## src/design/obms_pkg.sv

```systemverilog
// ----------------------------------------------------------------------------
// obms_pkg
// Shared types, codes and helpers of the opaque bounding margin scan.
// ----------------------------------------------------------------------------
package obms_pkg;

	localparam int MAX_DIM = 1024;
	localparam int DIM_W   = $clog2(MAX_DIM + 1);
	localparam int COL_W   = 10;
	localparam int BASE_W  = COL_W + 3;
	localparam int LANES   = 8;
	localparam int LANE_W  = $clog2(LANES);

	typedef enum logic [2:0] {
		FMT_A8     = 3'd0,
		FMT_P4     = 3'd1,
		FMT_P2     = 3'd2,
		FMT_P1     = 3'd3,
		FMT_OPAQUE = 3'd4
	} fmt_t;

	typedef enum logic [2:0] {
		REG_PIXEL_FORMAT  = 3'd0,
		REG_PALETTE_ALPHA = 3'd1,
		REG_ORIGIN_COL    = 3'd2,
		REG_IMAGE_WIDTH   = 3'd3,
		REG_IMAGE_HEIGHT  = 3'd4
	} reg_idx_t;

	// Settings shared by all lanes for the byte in flight.
	typedef struct packed {
		logic [2:0]        fmt;
		logic [31:0]       palette;
		logic [BASE_W-1:0] base;
		logic [COL_W-1:0]  lo;
		logic [COL_W-1:0]  hi;
		logic [1:0]        shift;
		logic              active;
	} lane_ctl_t;

	typedef struct packed {
		logic             any;
		logic [COL_W-1:0] lx_min;
		logic [COL_W-1:0] lx_max;
	} merge_t;

	// log2 of the number of pixels held by one byte.
	function automatic logic [1:0] fmt_shift(input logic [2:0] fmt);
		logic [1:0] s;
		case (fmt)
			FMT_A8:  s = 2'd0;
			FMT_P4:  s = 2'd1;
			FMT_P2:  s = 2'd2;
			default: s = 2'd3;
		endcase
		return s;
	endfunction

endpackage

```

## src/design/obms_lane.sv

```systemverilog
// ----------------------------------------------------------------------------
// obms_lane
// One pixel lane: decodes the alpha of pixel k of the byte and tests it
// against the clipped row window.
// ----------------------------------------------------------------------------
module obms_lane
	import obms_pkg::*;
(
	input  logic [LANE_W-1:0] lane_idx,
	input  logic [7:0]        pixel_byte,
	input  lane_ctl_t         ctl,
	output logic              hit
);

	logic [BASE_W-1:0] col;
	logic [3:0]        entry;
	logic [1:0]        alpha;
	logic              lane_ok;
	logic              in_window;

	assign col       = ctl.base + BASE_W'(lane_idx);
	assign lane_ok   = (4'(lane_idx) < (4'd1 << ctl.shift));
	assign in_window = (col >= BASE_W'(ctl.lo)) && (col <= BASE_W'(ctl.hi));

	always_comb begin
		entry = 4'd0;
		case (ctl.fmt)
			FMT_A8: begin
				alpha = pixel_byte[7:6];
			end
			FMT_P4: begin
				entry = lane_idx[0] ? pixel_byte[3:0] : pixel_byte[7:4];
				alpha = ctl.palette[{entry, 1'b0} +: 2];
			end
			FMT_P2: begin
				entry = {2'b00, pixel_byte[{~lane_idx[1:0], 1'b0} +: 2]};
				alpha = ctl.palette[{entry, 1'b0} +: 2];
			end
			FMT_P1: begin
				entry = {3'b000, pixel_byte[~lane_idx]};
				alpha = ctl.palette[{entry, 1'b0} +: 2];
			end
			default: begin
				alpha = 2'd3;
			end
		endcase
	end

	assign hit = ctl.active && lane_ok && in_window && (alpha != 2'd0);

endmodule

```

## src/design/obms_merge.sv

```systemverilog
// ----------------------------------------------------------------------------
// obms_merge
// Combines the lane hits of one byte into its leftmost and rightmost opaque
// column relative to the bounds.
// ----------------------------------------------------------------------------
module obms_merge
	import obms_pkg::*;
(
	input  logic [LANES-1:0]  hits,
	input  logic [BASE_W-1:0] base,
	input  logic [COL_W-1:0]  origin,
	output merge_t            result
);

	logic [LANE_W-1:0] k_min;
	logic [LANE_W-1:0] k_max;
	logic [BASE_W-1:0] col_min;
	logic [BASE_W-1:0] col_max;

	// Lane columns rise with the lane number, so the first and last hits
	// are the extremes.
	always_comb begin
		k_min = '0;
		k_max = '0;
		for (int i = LANES - 1; i >= 0; i--) begin
			if (hits[i]) k_min = LANE_W'(i);
		end
		for (int i = 0; i < LANES; i++) begin
			if (hits[i]) k_max = LANE_W'(i);
		end
	end

	assign col_min = base + BASE_W'(k_min) - BASE_W'(origin);
	assign col_max = base + BASE_W'(k_max) - BASE_W'(origin);

	assign result.any    = |hits;
	assign result.lx_min = col_min[COL_W-1:0];
	assign result.lx_max = col_max[COL_W-1:0];

endmodule

```

## src/design/opaque_bounding_margin_scan.sv

```systemverilog
// ----------------------------------------------------------------------------
// opaque_bounding_margin_scan
// Finds the bounding box of the opaque pixels of a streamed bitmap and
// reports the transparent margins around it.
// ----------------------------------------------------------------------------
// The block takes one bitmap byte per cycle, back to back, as long as results
// are taken. Eight pixel lanes decode a byte in parallel into stage 1; the merge
// fills stage 2, whose bytes update the extrema registers, and m_axis_tvalid rises
// once the byte marked with tlast leaves stage 2 for the output register. While a
// result waits for m_axis_tready, bytes still enter until the next byte marked
// with tlast sits in stage 2 and stage 1 behind it is full.
// Configuration is written through cfg_we, cfg_index and cfg_data; the user
// must do so while the stream is idle, as the block itself does not enforce it.
module opaque_bounding_margin_scan
	import obms_pkg::*;
(
	input  logic        clk,
	input  logic        arst_n,
	input  logic        cfg_we,
	input  logic [2:0]  cfg_index,
	input  logic [31:0] cfg_data,
	input  logic        s_axis_tvalid,
	output logic        s_axis_tready,
	// pixel_byte, byte_index, row_index, window_first, window_final
	input  logic [47:0] s_axis_tdata,
	input  logic        s_axis_tlast,
	output logic        m_axis_tvalid,
	input  logic        m_axis_tready,
	// margin_north, margin_east, margin_south, margin_west, zero fill
	output logic [47:0] m_axis_tdata,
	// all_clear
	output logic        m_axis_tuser
);

	logic [2:0]       fmt_q;
	logic [31:0]      palette_q;
	logic [COL_W-1:0] origin_q;
	logic [DIM_W-1:0] width_q;
	logic [DIM_W-1:0] height_q;

	always_ff @(posedge clk or negedge arst_n) begin
		if (!arst_n) begin
			fmt_q     <= FMT_A8;
			palette_q <= '0;
			origin_q  <= '0;
			width_q   <= '0;
			height_q  <= '0;
		end else if (cfg_we) begin
			unique case (cfg_index)
				REG_PIXEL_FORMAT:  fmt_q     <= cfg_data[2:0];
				REG_PALETTE_ALPHA: palette_q <= cfg_data;
				REG_ORIGIN_COL:    origin_q  <= cfg_data[COL_W-1:0];
				REG_IMAGE_WIDTH:   width_q   <= cfg_data[DIM_W-1:0];
				REG_IMAGE_HEIGHT:  height_q  <= cfg_data[DIM_W-1:0];
				default: ;
			endcase
		end
	end

	logic [DIM_W-1:0] w_eff;
	logic [DIM_W-1:0] h_eff;

	assign w_eff = (width_q > DIM_W'(MAX_DIM)) ? DIM_W'(MAX_DIM) : width_q;
	assign h_eff = (height_q > DIM_W'(MAX_DIM)) ? DIM_W'(MAX_DIM) : height_q;

	// Input fields.
	logic [7:0]       in_byte;
	logic [COL_W-1:0] in_bidx;
	logic [COL_W-1:0] in_row;
	logic [COL_W-1:0] in_wfirst;
	logic [COL_W-1:0] in_wfinal;

	assign in_byte   = s_axis_tdata[7:0];
	assign in_bidx   = s_axis_tdata[17:8];
	assign in_row    = s_axis_tdata[27:18];
	assign in_wfirst = s_axis_tdata[37:28];
	assign in_wfinal = s_axis_tdata[47:38];

	// Window clipped to the image bounds.
	lane_ctl_t        ctl;
	logic [COL_W+1:0] right;

	assign right = (COL_W+2)'(origin_q) + (COL_W+2)'(w_eff) - (COL_W+2)'(1);

	always_comb begin
		ctl.fmt     = fmt_q;
		ctl.palette = palette_q;
		ctl.shift   = fmt_shift(fmt_q);
		ctl.base    = BASE_W'(in_bidx) << ctl.shift;
		ctl.lo      = (in_wfirst > origin_q) ? in_wfirst : origin_q;
		ctl.hi      = ((COL_W+2)'(in_wfinal) < right) ? in_wfinal : right[COL_W-1:0];
		ctl.active  = (w_eff != '0) && (DIM_W'(in_row) < h_eff);
	end

	logic [LANES-1:0] hits;

	for (genvar k = 0; k < LANES; k++) begin : g_lane
		obms_lane u_lane (
			.lane_idx   (LANE_W'(k)),
			.pixel_byte (in_byte),
			.ctl        (ctl),
			.hit        (hits[k])
		);
	end

	// Pipeline control.
	logic in_fire;
	logic load_s1;
	logic load_s2;
	logic adv_s2;
	logic valid_s1;
	logic valid_s2;
	logic last_s2;
	logic out_valid_q;

	assign adv_s2        = valid_s2 && (!last_s2 || !out_valid_q || m_axis_tready);
	assign load_s2       = !valid_s2 || adv_s2;
	assign load_s1       = !valid_s1 || load_s2;
	assign s_axis_tready = load_s1;
	assign in_fire       = s_axis_tvalid && s_axis_tready;

	// Stage 1: lane hits.
	logic [LANES-1:0]  hits_s1;
	logic [BASE_W-1:0] base_s1;
	logic [COL_W-1:0]  row_s1;
	logic              last_s1;

	always_ff @(posedge clk or negedge arst_n) begin
		if (!arst_n) begin
			valid_s1 <= 1'b0;
		end else if (load_s1) begin
			valid_s1 <= in_fire;
		end
	end

	always_ff @(posedge clk) begin
		if (in_fire) begin
			hits_s1 <= hits;
			base_s1 <= ctl.base;
			row_s1  <= in_row;
			last_s1 <= s_axis_tlast;
		end
	end

	// Stage 2: merged extremes of the byte.
	merge_t           merged;
	merge_t           merged_s2;
	logic [COL_W-1:0] row_s2;

	obms_merge u_merge (
		.hits   (hits_s1),
		.base   (base_s1),
		.origin (origin_q),
		.result (merged)
	);

	always_ff @(posedge clk or negedge arst_n) begin
		if (!arst_n) begin
			valid_s2 <= 1'b0;
		end else if (load_s2) begin
			valid_s2 <= valid_s1;
		end
	end

	always_ff @(posedge clk) begin
		if (load_s2 && valid_s1) begin
			merged_s2 <= merged;
			row_s2    <= row_s1;
			last_s2   <= last_s1;
		end
	end

	// Running extrema of the image.
	logic [DIM_W-1:0] least_col_q;
	logic [DIM_W-1:0] greatest_col_q;
	logic [DIM_W-1:0] least_row_q;
	logic [DIM_W-1:0] greatest_row_q;
	logic             seen_q;

	logic [DIM_W-1:0] lc_new;
	logic [DIM_W-1:0] gc_new;
	logic [DIM_W-1:0] lr_new;
	logic [DIM_W-1:0] gr_new;
	logic             seen_new;

	always_comb begin
		lc_new   = least_col_q;
		gc_new   = greatest_col_q;
		lr_new   = least_row_q;
		gr_new   = greatest_row_q;
		seen_new = seen_q || merged_s2.any;
		if (merged_s2.any) begin
			if (DIM_W'(merged_s2.lx_min) < least_col_q) lc_new = DIM_W'(merged_s2.lx_min);
			if (DIM_W'(merged_s2.lx_max) > greatest_col_q) gc_new = DIM_W'(merged_s2.lx_max);
			if (DIM_W'(row_s2) < least_row_q) lr_new = DIM_W'(row_s2);
			if (DIM_W'(row_s2) > greatest_row_q) gr_new = DIM_W'(row_s2);
		end
	end

	always_ff @(posedge clk or negedge arst_n) begin
		if (!arst_n) begin
			least_col_q    <= DIM_W'(MAX_DIM);
			greatest_col_q <= '0;
			least_row_q    <= DIM_W'(MAX_DIM);
			greatest_row_q <= '0;
			seen_q         <= 1'b0;
		end else if (adv_s2) begin
			if (last_s2) begin
				least_col_q    <= DIM_W'(MAX_DIM);
				greatest_col_q <= '0;
				least_row_q    <= DIM_W'(MAX_DIM);
				greatest_row_q <= '0;
				seen_q         <= 1'b0;
			end else begin
				least_col_q    <= lc_new;
				greatest_col_q <= gc_new;
				least_row_q    <= lr_new;
				greatest_row_q <= gr_new;
				seen_q         <= seen_new;
			end
		end
	end

	// A margin that would be negative after a mid-image bounds change is zero.
	function automatic logic [DIM_W-1:0] margin_of(input logic [DIM_W-1:0] size,
	                                               input logic [DIM_W-1:0] extreme);
		logic [DIM_W:0] ext1;
		ext1 = (DIM_W+1)'(extreme) + (DIM_W+1)'(1);
		return (ext1 > (DIM_W+1)'(size)) ? '0 : DIM_W'(size - extreme - DIM_W'(1));
	endfunction

	// Output register.
	logic [DIM_W-1:0] north_q;
	logic [DIM_W-1:0] east_q;
	logic [DIM_W-1:0] south_q;
	logic [DIM_W-1:0] west_q;
	logic             clear_q;
	logic             out_load;

	assign out_load = adv_s2 && last_s2;

	always_ff @(posedge clk or negedge arst_n) begin
		if (!arst_n) begin
			out_valid_q <= 1'b0;
		end else if (out_load) begin
			out_valid_q <= 1'b1;
		end else if (m_axis_tready) begin
			out_valid_q <= 1'b0;
		end
	end

	always_ff @(posedge clk) begin
		if (out_load) begin
			if (seen_new) begin
				north_q <= lr_new;
				east_q  <= margin_of(w_eff, gc_new);
				south_q <= margin_of(h_eff, gr_new);
				west_q  <= lc_new;
				clear_q <= 1'b0;
			end else begin
				north_q <= '0;
				east_q  <= '0;
				south_q <= '0;
				west_q  <= '0;
				clear_q <= 1'b1;
			end
		end
	end

	assign m_axis_tvalid = out_valid_q;
	assign m_axis_tdata  = {4'b0000, west_q, south_q, east_q, north_q};
	assign m_axis_tuser  = clear_q;

endmodule

```

## config.mk

```make
export PLATFORM = sky130hd
export DESIGN_NAME = opaque_bounding_margin_scan
export DESIGN_NICKNAME = d
export VERILOG_FILES = /design/src/design/obms_pkg.sv /design/src/design/obms_lane.sv /design/src/design/obms_merge.sv /design/src/design/opaque_bounding_margin_scan.sv
export SDC_FILE = /design/constraint.sdc
export NUM_CORES = 1
export LEC_CHECK = 0
export BUFFER_PORTS_ARGS = -buffer_cell sky130_fd_sc_hd__buf_2
export CAP_MARGIN = 25
export CORE_MARGIN = 4
export CORE_UTILIZATION = 35
export DETAILED_ROUTE_END_ITERATION = 16
export GPL_TIMING_DRIVEN = 1
export HOLD_SLACK_MARGIN = 0.12
export PLACE_DENSITY_LB_ADDON = 0.2
export SYNTH_ARGS = -nofsm -noshare
export SYNTH_HDL_FRONTEND = slang
export SYNTH_HIERARCHICAL = 1
export SYNTH_SLANG_ARGS = --single-unit
export TNS_END_PERCENT = 1
```

## constraint.sdc

```tcl
create_clock -name clk -period 8.4 [get_ports clk]
set_input_delay 0.42 -clock clk [delete_from_list [all_inputs] [get_ports clk]]
set_output_delay 0.42 -clock clk [all_outputs]
set_load 0.02 [all_outputs]
```

==> flow_summary.json, run 1 <==
{
  "status": "finished clean",
  "ys_warn_count": 6,
  "grt_max_degree": 60,
  "core_um2": 74700,
  "nFillCells": 7569,
  "cts_inserted_buffers": 27,
  "grtUsageTotal_pct": 20.3,
  "ctsLongestPathBuffers": 3,
  "drtAntennaViolNets": 0,
  "clk_latency_ns": 0.58,
  "p_sw_share_pct": 48.5,
  "dp.cells": 4315,
  "cts_setup_buffers": 0,
  "drv_slew": 0,
  "syn-cell-area_um2": 26400,
  "wl_met1_um": 38100,
  "power_frac_seq_pct": 20.2,
  "setup_tns_ns": 0,
  "power_switching_mw": 4.62,
  "drc_errors": 0,
  "root_buffer": "clkbuf_16",
  "overflow": 0,
  "fmax_mhz": 152,
  "cellLeakagePower_nw": 14.3,
  "drive_gt1_share_pct": 12.4,
  "relSlewSlack_pct": 34.6,
  "cp_data_required_time_ns": 8.81,
  "firstDrtPassIters": 6,
  "met2_length_um": 40200,
  "numPortBuffers": 135,
  "layout.nets": 3863,
  "cts_tree": "yes",
  "layout_min_cycle_time_ns": 6.57,
  "cp_top_family": "compound AO/OA/AOI/OAI gates",
  "initial_core_util_pct": 35.4,
  "timing.rr.start": "width_q[10]",
  "cp_max_fo": 16,
  "critPathSlowestCell": "mux2i_1",
  "r2r.worst_path.cells": 29,
  "p_per_area_nw_per_um2": 317,
  "area_growth_pct": 13.7,
  "rr_endpoint": "hits_s1[3]",
  "peakVddDrop_mv": 0.170,
  "power.share.clock_pct": 12.8,
  "die_width_um": 283,
  "setup-violations-final": 0,
  "via_per_inst": 5.29,
  "power_frac_comb_pct": 67.0,
  "skew_ns": 0.0322,
  "antenna_found_initial": 3,
  "dr.max_layer_used": "met4",
  "reg2reg_slack_ns": 1.83,
  "p_total_mw": 9.53,
  "slowest_delay_ns": 0.67,
  "crit_type": "reg -> reg",
  "cts.sinks": 221,
  "grt_pass1_wl_um": 129000,
  "ctsHtreeMaxLevel": 1,
  "synthCells": 3101,
  "min_path_type": "in -> reg",
  "arrival_ns": 6.99,
  "vias": 23300,
  "row_count": 100,
  "first_global_vias": 22600,
  "diodes": 0,
  "gp_routability_congestion": 0.883,
  "boundaryPins": 140,
  "path_depth": 29,
  "syn-mean-instance-area_um2": 8.53,
  "p_int_mw": 4.91,
  "dieArea_um2": 80000,
  "fin_crit_sh_pct": 78.3,
  "path_buf_inv": 5,
  "clk_pin_slew_worst_paths_ns": 0.07,
  "fp.dieH_um": 283,
  "crit_start": "width_q[10]",
  "drv_cap": 0,
  "worst_slew_pin_slew_ns": 0.980,
  "drtIter0Drc": 1465,
  "routed_wl_um": 83400,
  "wl_per_cell_um": 18.9,
  "hpwl_um": 64000,
  "crit_path_start_kind": "flip-flop",
  "wl_met3_um": 3210,
  "final_cells": 4404,
  "rsz0062_at_grt": "false",
  "endpoint_kind": "flip-flop",
  "critPathCapture": "hits_s1[3]",
  "hold_viol_final": 0
}
==> layout by cell type, fill, tap and decap left out, types with 55 or more instances in the layout <==
master      n
xnor2_1    90
nand3_1   110
nor3_1     69
mux2i_1   176
inv_1     394
buf_2     134
mux2_2     87
o21ai_0   139
nand4_1    66
a21oi_1   152
conb_1    162
nor2_1    144
ha_1      343
dfrtp_1   112
a21o_1     78
nand2b_1   55
nand2_1   250
edfxtp_1  106
nor2b_1    64
==> worst min-delay path by stage <==
stage	start	end	depth (start not counted)
floorplan	arst_n	fmt_q[0]	0
global placement	row_s1[3]	row_s2[3]	0
detailed placement	row_s1[6]	row_s2[6]	0
CTS	m_axis_tready	m_axis_tvalid	3
global route	m_axis_tready	m_axis_tvalid	3
finish	m_axis_tready	m_axis_tvalid	3
==> timing repair <==
| action | 4_1_cts | 5_1_grt |
|---|---|---|
| hold buffers | 34 | 0 |
| hold endpoints to repair | 87 | 0 |
| resized for setup | 0 | 0 |
==> metrics by stage <==
stage | setup WS [ns] | utilization, % | hold WS [ns] | cell area [µm²]
2_1_floorplan | 2.45 | - | 0.124 | 27000
3_3_place_gp | 1.87 | 38.5 | 0.401 | 28800
3_5_place_dp | 1.64 | 38.5 | 0.405 | 28800
4_1_cts | 1.65 | 40.2 | 0.124 | 30000
5_1_grt | 1.30 | 40.3 | 0.168 | 30100
6_report | 1.83 | 40.3 | 0.166 | 30100
==> state kept, by name (all words and copies together) (netlist names), 3 cells and up <==
register	cells
palette_q	32
base_s1	10
west_q	11
origin_q	10
greatest_row_q	11
fmt_q	3
least_row_q	11
row_s2	10
greatest_col_q	11
height_q	11
south_q	11
east_q	11
least_col_q	11
north_q	11
hits_s1	8
row_s1	10
width_q	11
merged_s2	21
==> metal layers <==
metal | vias up | global-route usage (%)
met1 | 11000 | 27.1
met3 | 87 | 1.46
met2 | 503 | 36.0
met5 | - | 0
li1 | 11700 | -
met4 | 0 | 4.58
==> worst reg2reg max path: cells and delay by family (launching register included) <==
| kind | cells | cell delay [ns] |
|---|---|---|
| AOI/OAI and AO/OA | 12 | 2.07 |
| adders and majority gates | 5 | 1.53 |
| and+or+nand+nor | 5 | 0.86 |
| buffers and inverters | 5 | 0.79 |
| muxes | 1 | 0.67 |
| DFF | 1 | 0.42 |
| xor gates and xnor gates | 1 | 0.08 |
==> area by class of cell <==
| cell class | count | area [µm²] | area share (%) |
|---|---|---|---|
| multi-input cells | 2554 | 19000 | 63.3 |
| flip-flops and latches | 221 | 6060 | 20.2 |
| clock inverters | 16 | 165 | 0.549 |
| well taps | 969 | 1210 | 4.03 |
| clock buffers | 34 | 753 | 2.50 |
| inverters | 396 | 1490 | 4.94 |
| repair buffers | 214 | 1360 | 4.52 |
==> power groups by stage <==
stage	Combinational [mW]	Sequential, mW	Clock, mW
CTS	6.38	1.92	1.26
finish	6.39	1.92	1.22
floorplan	4.74	1.87	0
global placement	6.31	1.94	0
global route	7.25	1.96	1.29
detailed placement	6.34	1.94	0
(Power assumes the default switching activity.)
==> run 2: changes to the inputs <==
Clock period 8.4 ns to 6.06 ns, I/O delays scaled along.
==> flow_summary.json, run 2 (synthesis gave the netlist of run 1 again) <==
{
  "status": "finished clean",
  "critPathMostFrequentCell": "ha_1",
  "firstDrtPassIters": 5,
  "setup-violations-final": 0,
  "final_common_cell": "inv_1",
  "dp.cells": 4351,
  "dr.max_layer_used": "met4",
  "cp_data_required_time_ns": 6.47,
  "regMostFlops": "palette_q",
  "layout.nets": 3908,
  "drv_slew": 0,
  "clk_pin_slew_worst_paths_ns": 0.06,
  "largestRegisters": "palette_q: 32 flops, merged_s2: 21 flops",
  "slowest_delay_ns": 0.41,
  "initial_core_util_pct": 35.4,
  "placed_area_um2": 29100,
  "timing.rr.start": "width_q[10]",
  "largest_reg_flops": 32,
  "grt_max_degree": 48,
  "fp.dieH_um": 283,
  "grt_pass1_wl_um": 133000,
  "area_growth_pct": 15.2,
  "drive_gt1_share_pct": 13.4,
  "drtIter0Drc": 1527,
  "cellLeakagePower_nw": 14.5,
  "arrival_ns": 6.02,
  "ff_latch_area_um2": 6060,
  "endpoint_kind": "flip-flop",
  "numPortBuffers": 135,
  "gp_routability_congestion": 0.908,
  "fmax_mhz": 178,
  "cts_tree": "yes",
  "setup_ws_ns": 0.456,
  "grtUsageTotal_pct": 21.0,
  "overflow": 0,
  "dpl_worst_slack_ns": 0.182,
  "boundaryPins": 140,
  "p_per_area_nw_per_um2": 442,
  "fin_crit_sh_pct": 92.5,
  "multi_input_area_um2": 19100,
  "dieArea_um2": 80000,
  "first_global_vias": 23000,
  "met2_length_um": 39400,
  "wl_met1_um": 39000,
  "nFillCells": 7653,
  "antenna_found_initial": 2,
  "row_count": 100,
  "cts_inserted_buffers": 27,
  "ctsLongestPathBuffers": 3,
  "crit_type": "reg -> reg",
  "core_um2": 74700,
  "peakVddDrop_mv": 0.230,
  "cts.sinks": 221,
  "relSlewSlack_pct": 33.4,
  "routed_wl_um": 85800,
  "drc_errors": 0,
  "ctsHtreeMaxLevel": 1,
  "critPathSlowestCell": "fa_1",
  "clk_latency_ns": 0.58,
  "skew_ns": 0.0288,
  "min-delay-start": "cfg_data[0]",
  "wl_per_cell_um": 19.3,
  "root_buffer": "clkbuf_16",
  "via_per_inst": 5.32,
  "wl_met3_um": 4190,
  "crit_start": "width_q[10]",
  "drv_cap": 0,
  "drtAntennaViolNets": 0,
  "postLayoutCellArea_um2": 30500,
  "hpwl_um": 65000,
  "final_cell_mix": "inv_1, ha_1, nand2_1, mux2i_1, conb_1",
  "cp_max_fo": 8,
  "final_cells": 4451,
  "min_path_type": "in -> reg",
  "vias": 23700,
  "crit_path_start_kind": "flip-flop",
  "layout_min_cycle_time_ns": 5.60,
  "die_width_um": 283,
  "worst_slew_pin_slew_ns": 1.00,
  "hold_viol_final": 0
}
## run 2: critical path: cells and delay by family, from the launching register on
family / cells / cell delay (ns)
fa+ha+maj: 5 / 1.47
compound gates: 12 / 1.97
simple gates: 6 / 0.88
buf+inv: 4 / 0.30
flops: 1 / 0.38
mux: 1 / 0.37
xor+xnor: 1 / 0.10
## run 2: final cells by class
cell class,count,share of cell area (%)
multi-input combinational,2554,62.6
clock inverter,14,0.587
antenna,2,0.0164
clock buffer,36,2.36
timing repair buffer,259,5.71
sequential,221,19.9
inverter,396,4.88
tap,969,3.98
## run 2: metrics by stage
stage          hold slack [ns]  TNS [ns]  total power, mW  util (%)
2_1_floorplan          0.00741         0             9.16         -
3_3_place_gp             0.353         0             11.6      38.9
3_5_place_dp             0.349         0             11.7      38.9
4_1_cts                  0.122         0             13.4      40.7
5_1_grt                  0.171   -0.0398             14.8      40.8
6_report                 0.145         0             13.5      40.8
## run 2: power breakdown
group | internal, mW | total (mW) | switching, mW
clock network | 0.974 | 1.67 | 0.691
registers | 2.14 | 2.65 | 0.504
logic | 3.81 | 9.15 | 5.34
total | 6.92 | 13.5 | 6.53
## run 2: worst paths after layout
path                                     end  slack [ns]  depth (start not counted)
max in group asynchronous  greatest_row_q[5]        4.69                          3
hold reg to reg                    row_s2[5]        0.42                          0
hold / removal                   origin_q[0]        0.15                          3
min in group asynchronous  greatest_col_q[5]        0.28                          2
setup reg to reg                  hits_s1[3]        0.46                         29
setup / recovery                  hits_s1[3]        0.46                         29
## run 2: timing repair
| action | CTS | global route |
|---|---|---|
| hold buffers | 46 | 0 |
| endpoints found under the hold margin | 100 | 0 |
| gates resized for setup | 0 | 12 |
| setup endpoints to repair | 0 | 10 |
| setup buffers | 0 | 2 |
## run 2: per-layer routing
metal	vias to the layer above	track usage, %
met4	0	7.28
met1	11200	28.5
met5	-	0
met2	579	35.0
met3	149	2.35
li1	11800	-
==> run 3: changes to the inputs <==
Settings changed: CORE_ASPECT_RATIO set to 1.2.
==> flow_summary.json, run 3 (synthesis gave the netlist of run 1 again) <==
{
  "first_global_vias": 23300,
  "r2r.worst_path.cells": 21,
  "antenna_found_initial": 1,
  "reg2reg_slack_ns": 0.40,
  "ctsHtreeMaxLevel": 1,
  "largest_reg_flops": 32,
  "root_buffer": "clkbuf_16",
  "vias": 24000,
  "cp_data_required_time_ns": 6.43,
  "critPathSlowestCell": "or4_1",
  "rr_endpoint": "east_q[6]",
  "p_int_mw": 6.89,
  "setup_ws_ns": 0.396,
  "drtIter0Drc": 1671,
  "dieArea_um2": 80000,
  "core_um2": 75000,
  "clk_latency_ns": 0.57,
  "p_total_mw": 13.5,
  "endpoint_kind": "flip-flop",
  "arrival_ns": 6.03,
  "fp.dieH_um": 309,
  "largestRegisters": "palette_q: 32 flops, merged_s2: 21 flops",
  "via_per_inst": 5.35,
  "cellLeakagePower_nw": 14.5,
  "use_met2_pct": 38.5,
  "boundaryPins": 140,
  "slowest_delay_ns": 0.68,
  "hold_viol_final": 0,
  "relSlewSlack_pct": 31.7,
  "skew_ns": 0.0152,
  "gr-usage-met3_pct": 1.79,
  "ctsLongestPathBuffers": 3,
  "timing.rr.start": "merged_s2[8]",
  "cts.sinks": 221,
  "min-delay-start": "cfg_data[0]",
  "gp_routability_congestion": 0.913,
  "grt_max_degree": 67,
  "drv_slew": 0,
  "grt_util_met1_pct": 27.5,
  "min_path_type": "in -> reg",
  "power.share.clock_pct": 11.8,
  "final_cell_mix": "inv_1, ha_1, nand2_1, mux2i_1, conb_1",
  "path_buf_inv": 2,
  "power_frac_seq_pct": 19.6,
  "worstPathCellList": "ha_1 > a21o_1 > a21oi_1 > nor2_1 > or4_1 > a21oi_1 > a21o_1 > ha_1 > inv_1 > nor3_1 > nand3_1 > xnor2_1 > mux2i_1 > ha_1 > a21o_1 > a21o_1 > a211oi_1 > o311a_1 > o221ai_1 > buf_4 > nor3_1",
  "final_common_cell": "inv_1",
  "diodes": 0,
  "postLayoutCellArea_um2": 30500,
  "power_switching_mw": 6.66,
  "peakVddDrop_mv": 0.208,
  "p_per_area_nw_per_um2": 445,
  "cp_max_fo": 10,
  "drtAntennaViolNets": 0,
  "cp_top_family": "compound AO/OA/AOI/OAI gates",
  "critPathMostFrequentCell": "a21o_1",
  "layout_min_cycle_time_ns": 5.66,
  "cts_tree": "yes",
  "clk_pin_slew_worst_paths_ns": 0.06,
  "numPortBuffers": 135,
  "drv_cap": 0,
  "dpl_worst_slack_ns": 0.110,
  "firstDrtPassIters": 6,
  "crit_path_start_kind": "flip-flop",
  "area_growth_pct": 15.2,
  "hpwl_um": 66600,
  "cts_inserted_buffers": 27,
  "layout.nets": 3903,
  "fmax_mhz": 177,
  "p_sw_share_pct": 49.1,
  "worstHoldPathCells": 3,
  "grt_pass1_wl_um": 137000,
  "wl_per_cell_um": 19.8,
  "drc_errors": 0,
  "drive_gt1_share_pct": 13.1,
  "hold_slack_ns": 0.138,
  "fin_crit_sh_pct": 93.5,
  "status": "finished clean",
  "setup-violations-final": 0,
  "crit_type": "reg -> reg",
  "overflow": 0,
  "routed_wl_um": 88600,
  "row_count": 110,
  "placed_area_um2": 29100,
  "regMostFlops": "palette_q",
  "initial_core_util_pct": 35.3,
  "die_width_um": 259,
  "holdPathEnd": "origin_q[0]",
  "worst_slew_pin_slew_ns": 1.02,
  "top_usage_layer": "met2",
  "grtUsageTotal_pct": 21.6,
  "power_frac_comb_pct": 68.5
}
[run 3: metal layers]
layer | vias up | share of wire [%]
met5 | - | 0
met4 | 0 | 3.9
met3 | 153 | 4.1
met2 | 615 | 49
met1 | 11500 | 43
li1 | 11800 | -
[run 3: how the worst max path moves through the flow]
stage / startpoint / end / slack [ns] / cells past startpoint
floorplan: fmt_q[2] / hits_s1[7] / 0.11 / 15
global route: origin_q[1] / hits_s1[6] / -0.03 / 29
finish: merged_s2[8] / east_q[6] / 0.40 / 21
global placement: width_q[10] / hits_s1[6] / 0.24 / 29
CTS: width_q[10] / hits_s1[3] / 0.10 / 28
detailed placement: width_q[10] / hits_s1[6] / 0.11 / 29
[run 3: through the flow]
stage                     util (%)  setup TNS, ns  std cells
final                         40.6              0       4483
after global routing          40.6        -0.0256       4483
after CTS                     40.5              0       4479
after detailed placement      38.7              0       4384
after global placement        38.7              0       4383
after floorplan                  -              0       3261
[run 3: layout make-up]
class | instances | area [µm²]
flip-flops and latches | 221 | 6060
repair buffers | 254 | 1720
inverters | 396 | 1490
multi-input cells | 2554 | 19100
clock inverters | 18 | 163
well taps | 1008 | 1260
clock buffers | 32 | 704
fillers | 7728 | 44600
[run 3: timing repair]
item | CTS | global route
hold buffers | 45 | 0
endpoints found under the setup margin | 0 | 8
gates resized for setup | 0 | 10
buffers inserted | 0 | 2
endpoints found under the hold margin | 106 | 0
[run 3: power groups by stage]
stage | Combinational (mW) | Sequential (mW) | Clock (mW)
2_1_floorplan | 6.56 | 2.59 | 0
3_3_place_gp | 9.08 | 2.67 | 0
3_5_place_dp | 9.12 | 2.68 | 0
4_1_cts | 9.19 | 2.65 | 1.65
5_1_grt | 10.5 | 2.70 | 1.73
6_report | 9.28 | 2.66 | 1.61
[run 3: tightest hold or removal path, cell delays in order]
cell	delay (ns)
buf_2	0.18
nand2_1	0.08
o21ai_0	0.08
